--- src/design/dwtv_pkg.sv ---
// ============================================================================
// dwtv_pkg: shared types and constants for the DELEG wire validator
// Phase and verdict codes, key code set, register indexes and reset values.
// ============================================================================
package dwtv_pkg;

    localparam int BYTE_W     = 8;
    localparam int KEY_W      = 16;
    localparam int CFG_IDX_W  = 3;
    localparam int CFG_DATA_W = 16;
    localparam int NUM_REQ    = 4;

    typedef logic [KEY_W-1:0]   key_t;
    typedef logic [NUM_REQ-1:0] req_t;

    typedef enum logic [2:0] {
        PH_KEY_HI,
        PH_KEY_LO,
        PH_LEN_HI,
        PH_LEN_LO,
        PH_VALUE
    } phase_t;

    typedef enum logic [1:0] {
        VERDICT_OK      = 2'd0,
        VERDICT_FORMERR = 2'd1,
        VERDICT_END     = 2'd2
    } verdict_t;

    typedef struct packed {
        key_t mandatory;
        key_t ipv4;
        key_t ipv6;
        key_t server_name;
        key_t incl;
    } key_codes_t;

    // configuration register indexes
    localparam logic [CFG_IDX_W-1:0] CFG_IDX_MANDATORY   = 3'd0;
    localparam logic [CFG_IDX_W-1:0] CFG_IDX_IPV4        = 3'd1;
    localparam logic [CFG_IDX_W-1:0] CFG_IDX_IPV6        = 3'd2;
    localparam logic [CFG_IDX_W-1:0] CFG_IDX_SERVER_NAME = 3'd3;
    localparam logic [CFG_IDX_W-1:0] CFG_IDX_INCL        = 3'd4;

    localparam key_t MANDATORY_KEY_RESET   = 16'd0;
    localparam key_t IPV4_KEY_RESET        = 16'd1;
    localparam key_t IPV6_KEY_RESET        = 16'd2;
    localparam key_t SERVER_NAME_KEY_RESET = 16'd3;
    localparam key_t INCL_KEY_RESET        = 16'd4;

    // bit positions in the required-key flags
    localparam int REQ_IPV4 = 0;
    localparam int REQ_IPV6 = 1;
    localparam int REQ_NAME = 2;
    localparam int REQ_INCL = 3;

endpackage

--- src/design/dwtv_if.sv ---
// ============================================================================
// dwtv_if: channel interfaces for the DELEG wire validator
// Record byte channel, verdict channel and configuration write channel.
// ============================================================================
interface dwtv_byte_if;
    logic                       valid;
    logic                       ready;
    logic [dwtv_pkg::BYTE_W-1:0] data_byte;
    logic                       last_byte;

    modport source (output valid, data_byte, last_byte, input ready);
    modport sink   (input valid, data_byte, last_byte, output ready);
endinterface

interface dwtv_verdict_if;
    logic       valid;
    logic       ready;
    logic [1:0] verdict;

    modport source (output valid, verdict, input ready);
    modport sink   (input valid, verdict, output ready);
endinterface

interface dwtv_cfg_if;
    logic                           valid;
    logic                           ready;
    logic [dwtv_pkg::CFG_IDX_W-1:0]  index;
    logic [dwtv_pkg::CFG_DATA_W-1:0] data;

    modport source (output valid, index, data, input ready);
    modport sink   (input valid, index, data, output ready);
endinterface

--- src/design/deleg_wire_tlv_validator.sv ---
// ============================================================================
// deleg_wire_tlv_validator: DELEG record wire format validator
// Checks key order, value lengths and mandatory keys; one verdict per record.
// ============================================================================
// The block takes one record byte per transfer on the record channel and
// sustains one byte per clock. Each byte is held in an input register, then
// a single step of parse logic updates the record state; on the byte marked
// last the verdict (0 valid, 1 format error, 2 unexpected end) is loaded
// into the result register, which offers it on the result channel. Only a
// last byte can wait in the input register, and only while an earlier
// verdict is still not taken; other bytes never stall. Key codes for the
// mandatory list, IPv4, IPv6, server name and include parameters sit in
// five registers written through the cfg channel (index 0 to 4, other
// indexes ignored); write them only while no record is in flight. No
// clearing pass after reset.
module deleg_wire_tlv_validator (
    input  logic          clk,
    input  logic          rst_n,
    dwtv_byte_if.sink     record,
    dwtv_verdict_if.source result,
    dwtv_cfg_if.sink      cfg
);
    import dwtv_pkg::*;

    // input register
    logic              in_v_reg;
    logic [BYTE_W-1:0] in_byte_reg;
    logic              in_last_reg;

    // result register
    logic              out_v_reg;
    verdict_t          verdict_reg;

    key_codes_t        codes;
    verdict_t          verdict;
    logic              advance;

    dwtv_cfg_regs u_cfg_regs (
        .clk   (clk),
        .rst_n (rst_n),
        .cfg   (cfg),
        .codes (codes)
    );

    // a last byte may leave only if the result register is free or its verdict is taken
    assign advance = in_v_reg && (!in_last_reg || !out_v_reg || result.ready);

    dwtv_parser u_parser (
        .clk       (clk),
        .rst_n     (rst_n),
        .step      (advance),
        .data_byte (in_byte_reg),
        .last_byte (in_last_reg),
        .codes     (codes),
        .verdict   (verdict)
    );

    assign record.ready  = !in_v_reg || advance;
    assign result.valid  = out_v_reg;
    assign result.verdict = verdict_reg;

    always_ff @(posedge clk or negedge rst_n)
    begin
        if (!rst_n)
        begin
            in_v_reg <= 1'b0;
        end
        else if (record.ready)
        begin
            in_v_reg <= record.valid;
        end
    end

    always_ff @(posedge clk)
    begin
        if (record.valid && record.ready)
        begin
            in_byte_reg <= record.data_byte;
            in_last_reg <= record.last_byte;
        end
    end

    always_ff @(posedge clk or negedge rst_n)
    begin
        if (!rst_n)
        begin
            out_v_reg <= 1'b0;
        end
        else if (advance && in_last_reg)
        begin
            out_v_reg <= 1'b1;
        end
        else if (result.ready)
        begin
            out_v_reg <= 1'b0;
        end
    end

    always_ff @(posedge clk)
    begin
        if (advance && in_last_reg)
        begin
            verdict_reg <= verdict;
        end
    end

`ifndef SYNTHESIS
    a_result_from_last: assert property (@(posedge clk) disable iff (!rst_n)
        $rose(out_v_reg) |-> $past(advance && in_last_reg))
        else $error("verdict raised without a last byte");

    a_inner_no_stall: assert property (@(posedge clk) disable iff (!rst_n)
        (in_v_reg && !in_last_reg) |-> advance)
        else $error("non-last byte stalled in input register");

    a_in_hold: assert property (@(posedge clk) disable iff (!rst_n)
        (in_v_reg && !advance) |=> in_v_reg && $stable(in_byte_reg) && $stable(in_last_reg))
        else $error("stalled input byte lost");
`endif

endmodule

--- src/design/dwtv_cfg_regs.sv ---
// ============================================================================
// dwtv_cfg_regs: key code registers
// Holds the five key codes; writes are taken on every cycle.
// ============================================================================
module dwtv_cfg_regs (
    input  logic                 clk,
    input  logic                 rst_n,
    dwtv_cfg_if.sink             cfg,
    output dwtv_pkg::key_codes_t codes
);
    import dwtv_pkg::*;

    key_codes_t codes_reg;

    assign cfg.ready = 1'b1;
    assign codes     = codes_reg;

    always_ff @(posedge clk or negedge rst_n)
    begin
        if (!rst_n)
        begin
            codes_reg.mandatory   <= MANDATORY_KEY_RESET;
            codes_reg.ipv4        <= IPV4_KEY_RESET;
            codes_reg.ipv6        <= IPV6_KEY_RESET;
            codes_reg.server_name <= SERVER_NAME_KEY_RESET;
            codes_reg.incl        <= INCL_KEY_RESET;
        end
        else if (cfg.valid)
        begin
            case (cfg.index)
                CFG_IDX_MANDATORY:   codes_reg.mandatory   <= cfg.data;
                CFG_IDX_IPV4:        codes_reg.ipv4        <= cfg.data;
                CFG_IDX_IPV6:        codes_reg.ipv6        <= cfg.data;
                CFG_IDX_SERVER_NAME: codes_reg.server_name <= cfg.data;
                CFG_IDX_INCL:        codes_reg.incl        <= cfg.data;
                default:             ;
            endcase
        end
    end

endmodule

--- src/design/dwtv_parser.sv ---
// ============================================================================
// dwtv_parser: record parse state and per-byte checks
// Walks key/length/value fields one byte per step and computes the verdict.
// ============================================================================
module dwtv_parser (
    input  logic                      clk,
    input  logic                      rst_n,
    input  logic                      step,
    input  logic [dwtv_pkg::BYTE_W-1:0] data_byte,
    input  logic                      last_byte,
    input  dwtv_pkg::key_codes_t      codes,
    output dwtv_pkg::verdict_t        verdict
);
    import dwtv_pkg::*;

    phase_t            phase_reg,      phase_next;
    logic [BYTE_W-1:0] hold_reg,       hold_next;
    key_t              cur_key_reg,    cur_key_next;
    key_t              prev_key_reg,   prev_key_next;
    logic              first_reg,      first_next;
    key_t              len_reg,        len_next;
    key_t              left_reg,       left_next;
    key_t              list_prev_reg,  list_prev_next;
    logic              list_first_reg, list_first_next;
    logic              pend_reg,       pend_next;
    req_t              req_reg,        req_next;
    logic              err_reg,        err_next;

    always_comb
    begin
        key_t     key_v;
        logic     finish;
        logic     bad;
        req_t     clr;

        phase_next      = phase_reg;
        hold_next       = hold_reg;
        cur_key_next    = cur_key_reg;
        prev_key_next   = prev_key_reg;
        first_next      = first_reg;
        len_next        = len_reg;
        left_next       = left_reg;
        list_prev_next  = list_prev_reg;
        list_first_next = list_first_reg;
        pend_next       = pend_reg;
        req_next        = req_reg;
        err_next        = err_reg;
        key_v           = {hold_reg, data_byte};
        finish          = 1'b0;
        bad             = 1'b0;
        clr             = '0;

        // after an error, bytes are ignored until the end of the record
        if (!err_reg)
        begin
            case (phase_reg)
                PH_KEY_HI:
                begin
                    hold_next  = data_byte;
                    phase_next = PH_KEY_LO;
                end
                PH_KEY_LO:
                begin
                    cur_key_next = key_v;
                    if (!first_reg && (key_v <= prev_key_reg))
                    begin
                        err_next = 1'b1;
                    end
                    else
                    begin
                        first_next    = 1'b0;
                        prev_key_next = key_v;
                        phase_next    = PH_LEN_HI;
                    end
                end
                PH_LEN_HI:
                begin
                    hold_next  = data_byte;
                    phase_next = PH_LEN_LO;
                end
                PH_LEN_LO:
                begin
                    len_next        = key_v;
                    left_next       = key_v;
                    pend_next       = 1'b0;
                    list_first_next = 1'b1;
                    list_prev_next  = '0;
                    if (key_v == '0)
                        finish = 1'b1;
                    else
                        phase_next = PH_VALUE;
                end
                PH_VALUE:
                begin
                    // mandatory list: even offset holds the high byte
                    if (cur_key_reg == codes.mandatory)
                    begin
                        if ((len_reg[0] ^ left_reg[0]) == 1'b0)
                        begin
                            hold_next = data_byte;
                        end
                        else
                        begin
                            if (!list_first_reg && (list_prev_reg >= key_v))
                                pend_next = 1'b1;
                            list_first_next = 1'b0;
                            if (key_v == codes.ipv4)        req_next[REQ_IPV4] = 1'b1;
                            if (key_v == codes.ipv6)        req_next[REQ_IPV6] = 1'b1;
                            if (key_v == codes.server_name) req_next[REQ_NAME] = 1'b1;
                            if (key_v == codes.incl)        req_next[REQ_INCL] = 1'b1;
                            list_prev_next = key_v;
                        end
                    end
                    left_next = left_reg - key_t'(1);
                    if (left_reg == key_t'(1))
                        finish = 1'b1;
                end
                default:
                begin
                    phase_next = PH_KEY_HI;
                end
            endcase
        end

        // value complete: length checks by key kind
        if (finish)
        begin
            bad = pend_next;
            if (cur_key_next == codes.mandatory)
            begin
                if (len_next[0] || (len_next == '0))
                    bad = 1'b1;
            end
            if (cur_key_next == codes.ipv4)
            begin
                if ((len_next[1:0] != 2'd0) || (len_next == '0))
                    bad = 1'b1;
                clr[REQ_IPV4] = 1'b1;
            end
            if (cur_key_next == codes.ipv6)
            begin
                if ((len_next[3:0] != 4'd0) || (len_next == '0))
                    bad = 1'b1;
                clr[REQ_IPV6] = 1'b1;
            end
            if (cur_key_next == codes.server_name)
            begin
                if (len_next == '0)
                    bad = 1'b1;
                clr[REQ_NAME] = 1'b1;
            end
            if (cur_key_next == codes.incl)
            begin
                if (len_next == '0)
                    bad = 1'b1;
                clr[REQ_INCL] = 1'b1;
            end
            if (bad)
                err_next = 1'b1;
            else
                req_next = req_next & ~clr;
            phase_next = PH_KEY_HI;
        end

        if (err_next)
            verdict = VERDICT_FORMERR;
        else if (phase_next != PH_KEY_HI)
            verdict = VERDICT_END;
        else if (req_next != '0)
            verdict = VERDICT_FORMERR;
        else
            verdict = VERDICT_OK;

        // end of record: back to the start state
        if (last_byte)
        begin
            phase_next      = PH_KEY_HI;
            hold_next       = '0;
            cur_key_next    = '0;
            prev_key_next   = '0;
            first_next      = 1'b1;
            len_next        = '0;
            left_next       = '0;
            list_prev_next  = '0;
            list_first_next = 1'b1;
            pend_next       = 1'b0;
            req_next        = '0;
            err_next        = 1'b0;
        end
    end

    always_ff @(posedge clk or negedge rst_n)
    begin
        if (!rst_n)
        begin
            phase_reg      <= PH_KEY_HI;
            hold_reg       <= '0;
            cur_key_reg    <= '0;
            prev_key_reg   <= '0;
            first_reg      <= 1'b1;
            len_reg        <= '0;
            left_reg       <= '0;
            list_prev_reg  <= '0;
            list_first_reg <= 1'b1;
            pend_reg       <= 1'b0;
            req_reg        <= '0;
            err_reg        <= 1'b0;
        end
        else if (step)
        begin
            phase_reg      <= phase_next;
            hold_reg       <= hold_next;
            cur_key_reg    <= cur_key_next;
            prev_key_reg   <= prev_key_next;
            first_reg      <= first_next;
            len_reg        <= len_next;
            left_reg       <= left_next;
            list_prev_reg  <= list_prev_next;
            list_first_reg <= list_first_next;
            pend_reg       <= pend_next;
            req_reg        <= req_next;
            err_reg        <= err_next;
        end
    end

`ifndef SYNTHESIS
    a_record_restart: assert property (@(posedge clk) disable iff (!rst_n)
        (step && last_byte) |=> (phase_reg == PH_KEY_HI) && (req_reg == '0) && !err_reg)
        else $error("parse state not cleared after record end");

    a_value_left: assert property (@(posedge clk) disable iff (!rst_n)
        (phase_reg == PH_VALUE) |-> (left_reg != '0))
        else $error("value phase with no bytes left");

    a_err_sticky: assert property (@(posedge clk) disable iff (!rst_n)
        (step && err_reg && !last_byte) |=> err_reg)
        else $error("error dropped inside a record");
`endif

endmodule
--- src/flat_wrapper.sv ---
// flat-port wrapper written by rule: the top's interface ports become plain ports
module deleg_wire_tlv_validator_flat import dwtv_pkg::*;
  (clk, rst_n, record_valid, record_data_byte, record_last_byte, record_ready, result_valid, result_verdict, result_ready, cfg_valid, cfg_index, cfg_data, cfg_ready);
  dwtv_byte_if record_i ();
  dwtv_verdict_if result_i ();
  dwtv_cfg_if cfg_i ();
  input  logic clk;
  input  logic rst_n;
  input wire logic [$bits(record_i.valid)-1:0] record_valid;
  input wire logic [$bits(record_i.data_byte)-1:0] record_data_byte;
  input wire logic [$bits(record_i.last_byte)-1:0] record_last_byte;
  output wire logic [$bits(record_i.ready)-1:0] record_ready;
  output wire logic [$bits(result_i.valid)-1:0] result_valid;
  output wire logic [$bits(result_i.verdict)-1:0] result_verdict;
  input wire logic [$bits(result_i.ready)-1:0] result_ready;
  input wire logic [$bits(cfg_i.valid)-1:0] cfg_valid;
  input wire logic [$bits(cfg_i.index)-1:0] cfg_index;
  input wire logic [$bits(cfg_i.data)-1:0] cfg_data;
  output wire logic [$bits(cfg_i.ready)-1:0] cfg_ready;
  assign record_i.valid = record_valid;
  assign record_i.data_byte = record_data_byte;
  assign record_i.last_byte = record_last_byte;
  assign record_ready = record_i.ready;
  assign result_valid = result_i.valid;
  assign result_verdict = result_i.verdict;
  assign result_i.ready = result_ready;
  assign cfg_i.valid = cfg_valid;
  assign cfg_i.index = cfg_index;
  assign cfg_i.data = cfg_data;
  assign cfg_ready = cfg_i.ready;
  deleg_wire_tlv_validator u_core (.clk(clk), .rst_n(rst_n), .record(record_i), .result(result_i), .cfg(cfg_i));
endmodule
--- config.mk ---
export PLATFORM = sky130hd
export DESIGN_NAME = deleg_wire_tlv_validator_flat
export DESIGN_NICKNAME = d
export VERILOG_FILES = /design/src/design/dwtv_pkg.sv /design/src/design/dwtv_if.sv /design/src/design/deleg_wire_tlv_validator.sv /design/src/design/dwtv_cfg_regs.sv /design/src/design/dwtv_parser.sv /design/src/flat_wrapper.sv
export SDC_FILE = /design/constraint.sdc
export NUM_CORES = 1
export LEC_CHECK = 0
export BUFFER_PORTS_ARGS = -buffer_cell sky130_fd_sc_hd__buf_4
export CORE_AREA = 2 2 172 174
export CTS_CLUSTER_DIAMETER = 120
export DETAILED_ROUTE_END_ITERATION = 8
export DIE_AREA = 0 0 174 176
export MAX_ROUTING_LAYER = met4
export PLACE_DENSITY = 0.54
export SETUP_SLACK_MARGIN = 0.3
export SYNTH_ARGS = -nofsm -noshare
export SYNTH_HDL_FRONTEND = slang
export SYNTH_HIERARCHICAL = 1
export SYNTH_SLANG_ARGS = --single-unit
export TNS_END_PERCENT = 100
--- constraint.sdc ---
create_clock -name clk -period 4.2 [get_ports clk]
set_input_delay 0.21 -clock clk [delete_from_list [all_inputs] [get_ports clk]]
set_output_delay 0.21 -clock clk [all_outputs]
set_load 0.01 [all_outputs]
# After elaboration in Yosys (flattened, before gate mapping)
# Index checks and enable logic that the tools add are counted.
[word_totals] register_bits=192 output_inout_bits=5
[classes] addsub=1 n_lt_le_gt_ge=2 eq_ne=24 n_mux=89 bitwise=3 n_reduce_logical=38
[ops] cell="$mux W16" n=16
[ops] cell="$eq A16 B16 Y1" n=10
[ops] cell="$pmux W16 S2" n=2
[ops] cell="$mux W1" n=49
[ops] cell="$logic_not A16 Y1" n=2
[ops] cell="$mux W8" n=4
[ops] cell="$mux W4" n=7
[ops] cell="$eq A16 B1 Y1 const B" n=1
[ops] cell="$ge A16 B16 Y1" n=1
[ops] cell="$le A16 B16 Y1" n=1
[ops] cell="$pmux W8 S2" n=1
[ops] cell="$sub A16 B1 Y16 const B" n=1
[ops] cell="$mux W3" n=5
[ops] cell="$pmux W3 S5" n=1
[ops] cell="$eq A3 B2 Y1 const B" n=4
[ops] cell="$reduce_and A2 Y1" n=5
[ops] cell="$reduce_and A5 Y1" n=2
[ops] cell="$ne A3 B2 Y1 const B" n=3
[ops] cell="$reduce_bool A3 Y1" n=3
[ops] cell="$reduce_bool A4 Y1" n=2
[ops] cell="$eq A3 B1 Y1 const B" n=2
[ops] cell="$eq A3 B3 Y1 const B" n=2
[ops] cell="$logic_not A3 Y1" n=2
[ops] cell="$logic_or A1 B1 Y1" n=6
[ops] cell="other kinds (12)" n=25

# Longest topological paths before layout
[depth] ltp_word=24 ltp_mapped=13 ltp_nobuf=11

# Hierarchy
# Netlist, hierarchy kept.
[by_module_without_submodules] mod="dwtv_parser" instances=1 cells_each=939 area_per_inst_um2=7836.3 seq_area_each_um2=2479.9
[by_module_without_submodules] mod="dwtv_cfg_regs" instances=1 cells_each=175 area_per_inst_um2=3067.9 seq_area_each_um2=2008.2
[by_module_without_submodules] mod="deleg_wire_tlv_validator" instances=1 cells_each=21 area_per_inst_um2=436.7 seq_area_each_um2=380.4

# Worst setup path before layout
# OpenSTA, ideal clock, no wires.
[synth_timing] kind="flip-flop to flip-flop" start="register u_core.u_parser.hold_reg[3]" end="register u_core.verdict_reg[0], in the netlist u_core/result.verdict[0] (data pin)" setup_time_ps=254 arrival_ps=3012 path_slack_ps=934 path_stages_with_launch=13 synth_period_minus_slack_ps=3266 cell_sequence="dfrtp_1 > clkbuf_1 > inv_1 > ha_1 > a21oi_1 > o21ai_0 > a2111oi_0 > a21oi_1 > o311ai_0 > nand4_2 > o31ai_1 > nand4_1 > a21o_1"
[synth_via] elab_chain_len=24
[synth_lines] item="start: declaration" line_no="dwtv_parser.sv:17" rtl="logic [BYTE_W-1:0] hold_reg, hold_next;"
[synth_lines] item="start signal: assignment" line_no="dwtv_parser.sv:212" rtl="hold_reg <= hold_next;"
[synth_lines] item="$ge A16 B16 Y1" line_no="dwtv_parser.sv:104" rtl="if (!list_first_reg && (list_prev_reg >= key_v))"
[synth_lines] item="$logic_and A1 B1 Y1" line_no="dwtv_parser.sv:104"
[synth_lines] item="$mux W1" line_no="dwtv_parser.sv:104"
[synth_lines] item="$mux W1" line_no="dwtv_parser.sv:98" rtl="if ((len_reg[0] ^ left_reg[0]) == 1'b0)"
[synth_lines] item="$mux W1" line_no="dwtv_parser.sv:96" rtl="if (cur_key_reg == codes.mandatory)"
[synth_lines] item="$pmux W1 S2" line_no="dwtv_parser.sv:56" rtl="case (phase_reg)"
[synth_lines] item="$mux W1" line_no="dwtv_parser.sv:54" rtl="if (!err_reg)"
[synth_lines] item="$mux W1" line_no="dwtv_parser.sv:131" rtl="if (len_next[0] || (len_next == '0))"
[synth_lines] item="[8 not listed]"
[synth_lines] item="$mux W1" line_no="dwtv_parser.sv:154" rtl="if (len_next == '0)"
[synth_lines] item="$mux W1" line_no="dwtv_parser.sv:152" rtl="if (cur_key_next == codes.incl)"
[synth_lines] item="$mux W1" line_no="dwtv_parser.sv:126" rtl="if (finish)"
[synth_lines] item="$mux W4" line_no="dwtv_parser.sv:158" rtl="if (bad)"
[synth_lines] item="$mux W4" line_no="dwtv_parser.sv:126"
[synth_lines] item="$reduce_bool A4 Y1" line_no="dwtv_parser.sv:169" rtl="else if (req_next != '0)"
[synth_lines] item="$mux W1" line_no="dwtv_parser.sv:169"
[synth_lines] item="$mux W2" line_no="dwtv_parser.sv:167" rtl="else if (phase_next != PH_KEY_HI)"
[synth_lines] item="end signal: assignment" line_no="deleg_wire_tlv_validator.sv:103" rtl="verdict_reg <= verdict;"
[synth_lines] item="end: declaration" line_no="deleg_wire_tlv_validator.sv:32" rtl="verdict_t verdict_reg;"
# Several ways; a longest one is shown, not always the timed one. The select of a mux whose other input is x is not followed.
# A chain may end at the register's enable or synchronous reset.

# Final worst setup path
[layout_timing] start="register u_core.u_parser.err_reg" end="register u_core.verdict_reg[0], in the netlist u_core/result.verdict[0] (data pin)"
[layout_via] elab_chain_len=20
[layout_lines] item="start: declaration" line_no="dwtv_parser.sv:27" rtl="logic err_reg, err_next;"
[layout_lines] item="start signal: assignment" line_no="dwtv_parser.sv:222" rtl="err_reg <= err_next;"
[layout_lines] item="$mux W16" line_no="dwtv_parser.sv:54"
[layout_lines] item="$logic_not A16 Y1"
[layout_lines] item="$logic_or A1 B1 Y1" line_no="dwtv_parser.sv:131"
[layout_lines] item="$mux W1" line_no="dwtv_parser.sv:131"
[layout_lines] item="$mux W1" line_no="dwtv_parser.sv:129" rtl="if (cur_key_next == codes.mandatory)"
[layout_lines] item="$mux W1" line_no="dwtv_parser.sv:126"
[layout_lines] item="$mux W1" line_no="dwtv_parser.sv:136" rtl="if ((len_next[1:0] != 2'd0) || (len_next == '0))"
[layout_lines] item="$mux W1" line_no="dwtv_parser.sv:134" rtl="if (cur_key_next == codes.ipv4)"
[layout_lines] item="[4 not listed]"
[layout_lines] item="$mux W1" line_no="dwtv_parser.sv:154"
[layout_lines] item="$mux W1" line_no="dwtv_parser.sv:152"
[layout_lines] item="$mux W1" line_no="dwtv_parser.sv:126"
[layout_lines] item="$mux W4" line_no="dwtv_parser.sv:158"
[layout_lines] item="$mux W4" line_no="dwtv_parser.sv:126"
[layout_lines] item="$reduce_bool A4 Y1" line_no="dwtv_parser.sv:169"
[layout_lines] item="$mux W1" line_no="dwtv_parser.sv:169"
[layout_lines] item="$mux W2" line_no="dwtv_parser.sv:167"
# Several ways; a longest one is shown, not always the timed one. The select of a mux whose other input is x is not followed.

==> impl_metrics.yaml <==
outcome:
  status: "complete, no violations"
clock_tree:
  clk_pin_slew_ps: 80
  clockBufferDepth: 2
  cts_resized: 0
  cts_tree: "built"
  clk_latency_ps: 460
  cts_max_level: 4
  clk_root_buffer_cell: "clkbuf_16"
  cts_sinks: 192
  numCtsBuffers: 17
sta:
  final_max_slew_viol_count: 0
  max_freq_ghz: 0.287
  hold_viol_final: 0
  fin_crit_ps: 3480
  grt_setup_unrepaired: "false"
  fin_skew_ps: 15.0
  worstMarginPinSlew_ps: 1150
  holdWs_ps: 23.6
  fin_crit_sh: 0.829
  slew-limit-headroom: 0.231
  timing.setup.tns_ps: 0
  setup_viol: 0
grt:
  grt_antenna_before_repair: 0
  grt_use_total: 0.270
  grt_pass1_wl_um: 59300
  grt_remaining_overflow: 0
  grt_pass1_vias: 8970
  grt_max_degree: 120
routing:
  drtAntennaViolNets: 0
  first_pass_iters: 7
  drt_iter0_markers: 703
  vias: 9112
  routedWlPerCell_um: 25.2
  drcViolationCount: 0
  totalWireLength_um: 39300
  vias_per_cell: 5.84
critical_path:
  critPathSlowestCell: "or4b_4"
  cp_top_family: "simple AND/OR/NAND/NOR gates"
  crit_type: "flip-flop to flip-flop"
  critPathLaunchType: "flip-flop"
  critPathBufInv: 0
  worst-path-max-fanout: 34
  path_cells: "or4b_4, mux2i_1, a22oi_1, o211ai_1, or3_1, or2_1, o21ai_0, nand4_1, a21o_1"
  cp-end-kind: "flip-flop"
  worstPathArrival_ps: 3700
  worstPathRequired_ps: 4420
  cp_slowest_stage_delay_ps: 850
floorplan:
  io-pin-count: 38
  rows: 62
  initial_core_util: 0.397
  die_height_um: 176
  dieArea_um2: 30600
  core_um2: 28500
  die_x_um: 174
synth:
  netlist_instances: 1135
  yosys_warnings: 6
  synth_xor_area_frac: 0.0788
  syn_area_um2: 11300
  ys_seq_area_frac: 0.429
  synthArstFlopShare: 0.943
  synth_compound_area_frac: 0.140
  avgSynthCellArea_um2: 9.99
  ys_types: 74
  syn-num-nets: 1202
  synth_fa_ha_area_frac: 0.0375
  synth_enable_flop_cells: 11
  synthMuxAreaShare: 0.122
  synth_top_family_by_area: "compound AO/OA/AOI/OAI gates"
  ys.flop_type: "dfrtp_1"
  synth-seq-cells: 192
  yosys.area_share.simple: 0.139
final_layout:
  final_core_util: 0.446
  syn_to_final_growth_pct: 12.2
  drive_above_1_share: 0.172
  fill_cells: 2824
  antenna_cells: 0
  largest_register_ffs: 80
  nets: 1230
  final_cells: 1560
  seq_area_um2: 4870
  multi_input_area_um2: 5890
placed_design:
  io_buffers: 36
  dp_cells: 1517
  dp_hpwl_um: 28400
  routabilityCongestion: 0.969
worst_hold_path:
  min_path_type: "primary input to flip-flop"
pwr:
  leakagePower_uw: 0.00545
  power_uw: 7260
  ir_worst_vdd_v: 0.000420
  p_per_area_nw_per_um2: 571
run:
  drv_cap: 0
==> stage by stage <==
step / area, um2 / worst slack [ps]
after global placement: 12000 / 848
after CTS: 12700 / 768
after detailed placement: 12000 / 802
after floorplan: 11300 / 934
after global routing: 12700 / 419
final: 12700 / 717
==> final cells by class <==
class                   instances  share of cell area
clock buffers                  17              0.0334
clock inverters                15              0.0125
inverters                      69              0.0204
flip-flops and latches        192               0.383
well taps                     384              0.0378
repair buffers                 79              0.0503
multi-input cells             804               0.463
==> layout by cell type (no fill, tap or decap), types with 17 or more instances in the layout <==
master	Yosys	layout
a21oi_1	42	42
buf_4	3	66
clkbuf_16	0	17
dfrtp_1	174	174
ha_1	34	34
inv_1	69	69
mux2_2	80	80
mux2i_1	45	45
nand2_1	66	66
nand2b_1	33	33
nand3_1	18	18
nand4_1	27	27
nor2_1	67	67
nor3_1	19	18
nor4_1	23	23
o21ai_0	85	85
xnor2_1	47	47
xor2_1	55	55
==> Yosys cell counts, drive strengths merged, types with 3 or more instances <==
cell / count / area share
dfrtp: 174 / 0.38
o21ai: 87 / 0.038
mux2: 80 / 0.079
inv: 69 / 0.023
nor2: 67 / 0.022
nand2: 66 / 0.022
xor2: 55 / 0.042
clkbuf: 51 / 0.017
mux2i: 47 / 0.043
xnor2: 47 / 0.036
a21oi: 42 / 0.019
ha: 34 / 0.038
nand2b: 33 / 0.018
nand4: 28 / 0.016
nor4: 23 / 0.013
buf: 19 / 0.013
nor3: 19 / 0.0084
nand3: 18 / 0.0079
o22ai: 16 / 0.0088
edfxtp: 11 / 0.029
a21o: 10 / 0.0066
a221oi: 8 / 0.0062
nor2b: 8 / 0.0044
o221ai: 8 / 0.0062
dfstp: 7 / 0.016
o21a: 7 / 0.0046
a222oi: 6 / 0.0053
a22o: 6 / 0.0046
a22oi: 6 / 0.0040
nand4b: 5 / 0.0050
o2bb2ai: 5 / 0.0039
a2111oi: 4 / 0.0031
a31oi: 4 / 0.0022
nor3b: 4 / 0.0031
o211ai: 4 / 0.0026
or2: 4 / 0.0022
or3: 4 / 0.0022
or4: 4 / 0.0026
a211oi: 3 / 0.0020
a41oi: 3 / 0.0023
nor4bb: 3 / 0.0026
o2111a: 3 / 0.0030
o311ai: 3 / 0.0023
o31ai: 3 / 0.0020
==> timing repair <==
action | CTS | global route
buffers inserted | 0 | 0
hold buffers | 11 | 0
endpoints found under the hold margin | 124 | 0
==> layer usage <==
layer  track usage  share of wire
met1         0.354           0.45
met2         0.417           0.45
met3        0.0398          0.054
met4         0.119          0.044
met5             -              0
==> where the power goes <==
| group | internal, uW | leakage (uW) | switching, uW | total [uW] |
|---|---|---|---|---|
| registers | 2260 | 0.00241 | 557 | 2810 |
| clock network | 799 | 0.000285 | 839 | 1640 |
| logic | 1130 | 0.00275 | 1680 | 2810 |
==> logic make-up after synthesis <==
group	Yosys count
multiplexers	127
other	1
AO/OA/AOI/OAI	245
AND/OR/NAND/NOR	295
buffers and inverters	139
adder cells (fa/ha/maj)	34
XOR/XNOR	102
flip-flops	192
==> path summary, 6_finish.rpt <==
kind,depth (start not counted),startpoint,end,slack [ps]
max,9,u_core/u_parser/err_reg,u_core/result.verdict[0],720
min,2,cfg_data[15],u_core/u_cfg_regs/codes[79],20
max reg2reg,9,u_core/u_parser/err_reg,u_core/result.verdict[0],720
min reg2reg,2,u_core/u_parser/len_reg[2],u_core/u_parser/len_reg[2],490
max in group asynchronous,3,rst_n,u_core/u_cfg_regs/codes[17],2780
min in group asynchronous,2,rst_n,u_core/u_parser/left_reg[7],430
Power figures use the tool's default switching activity.
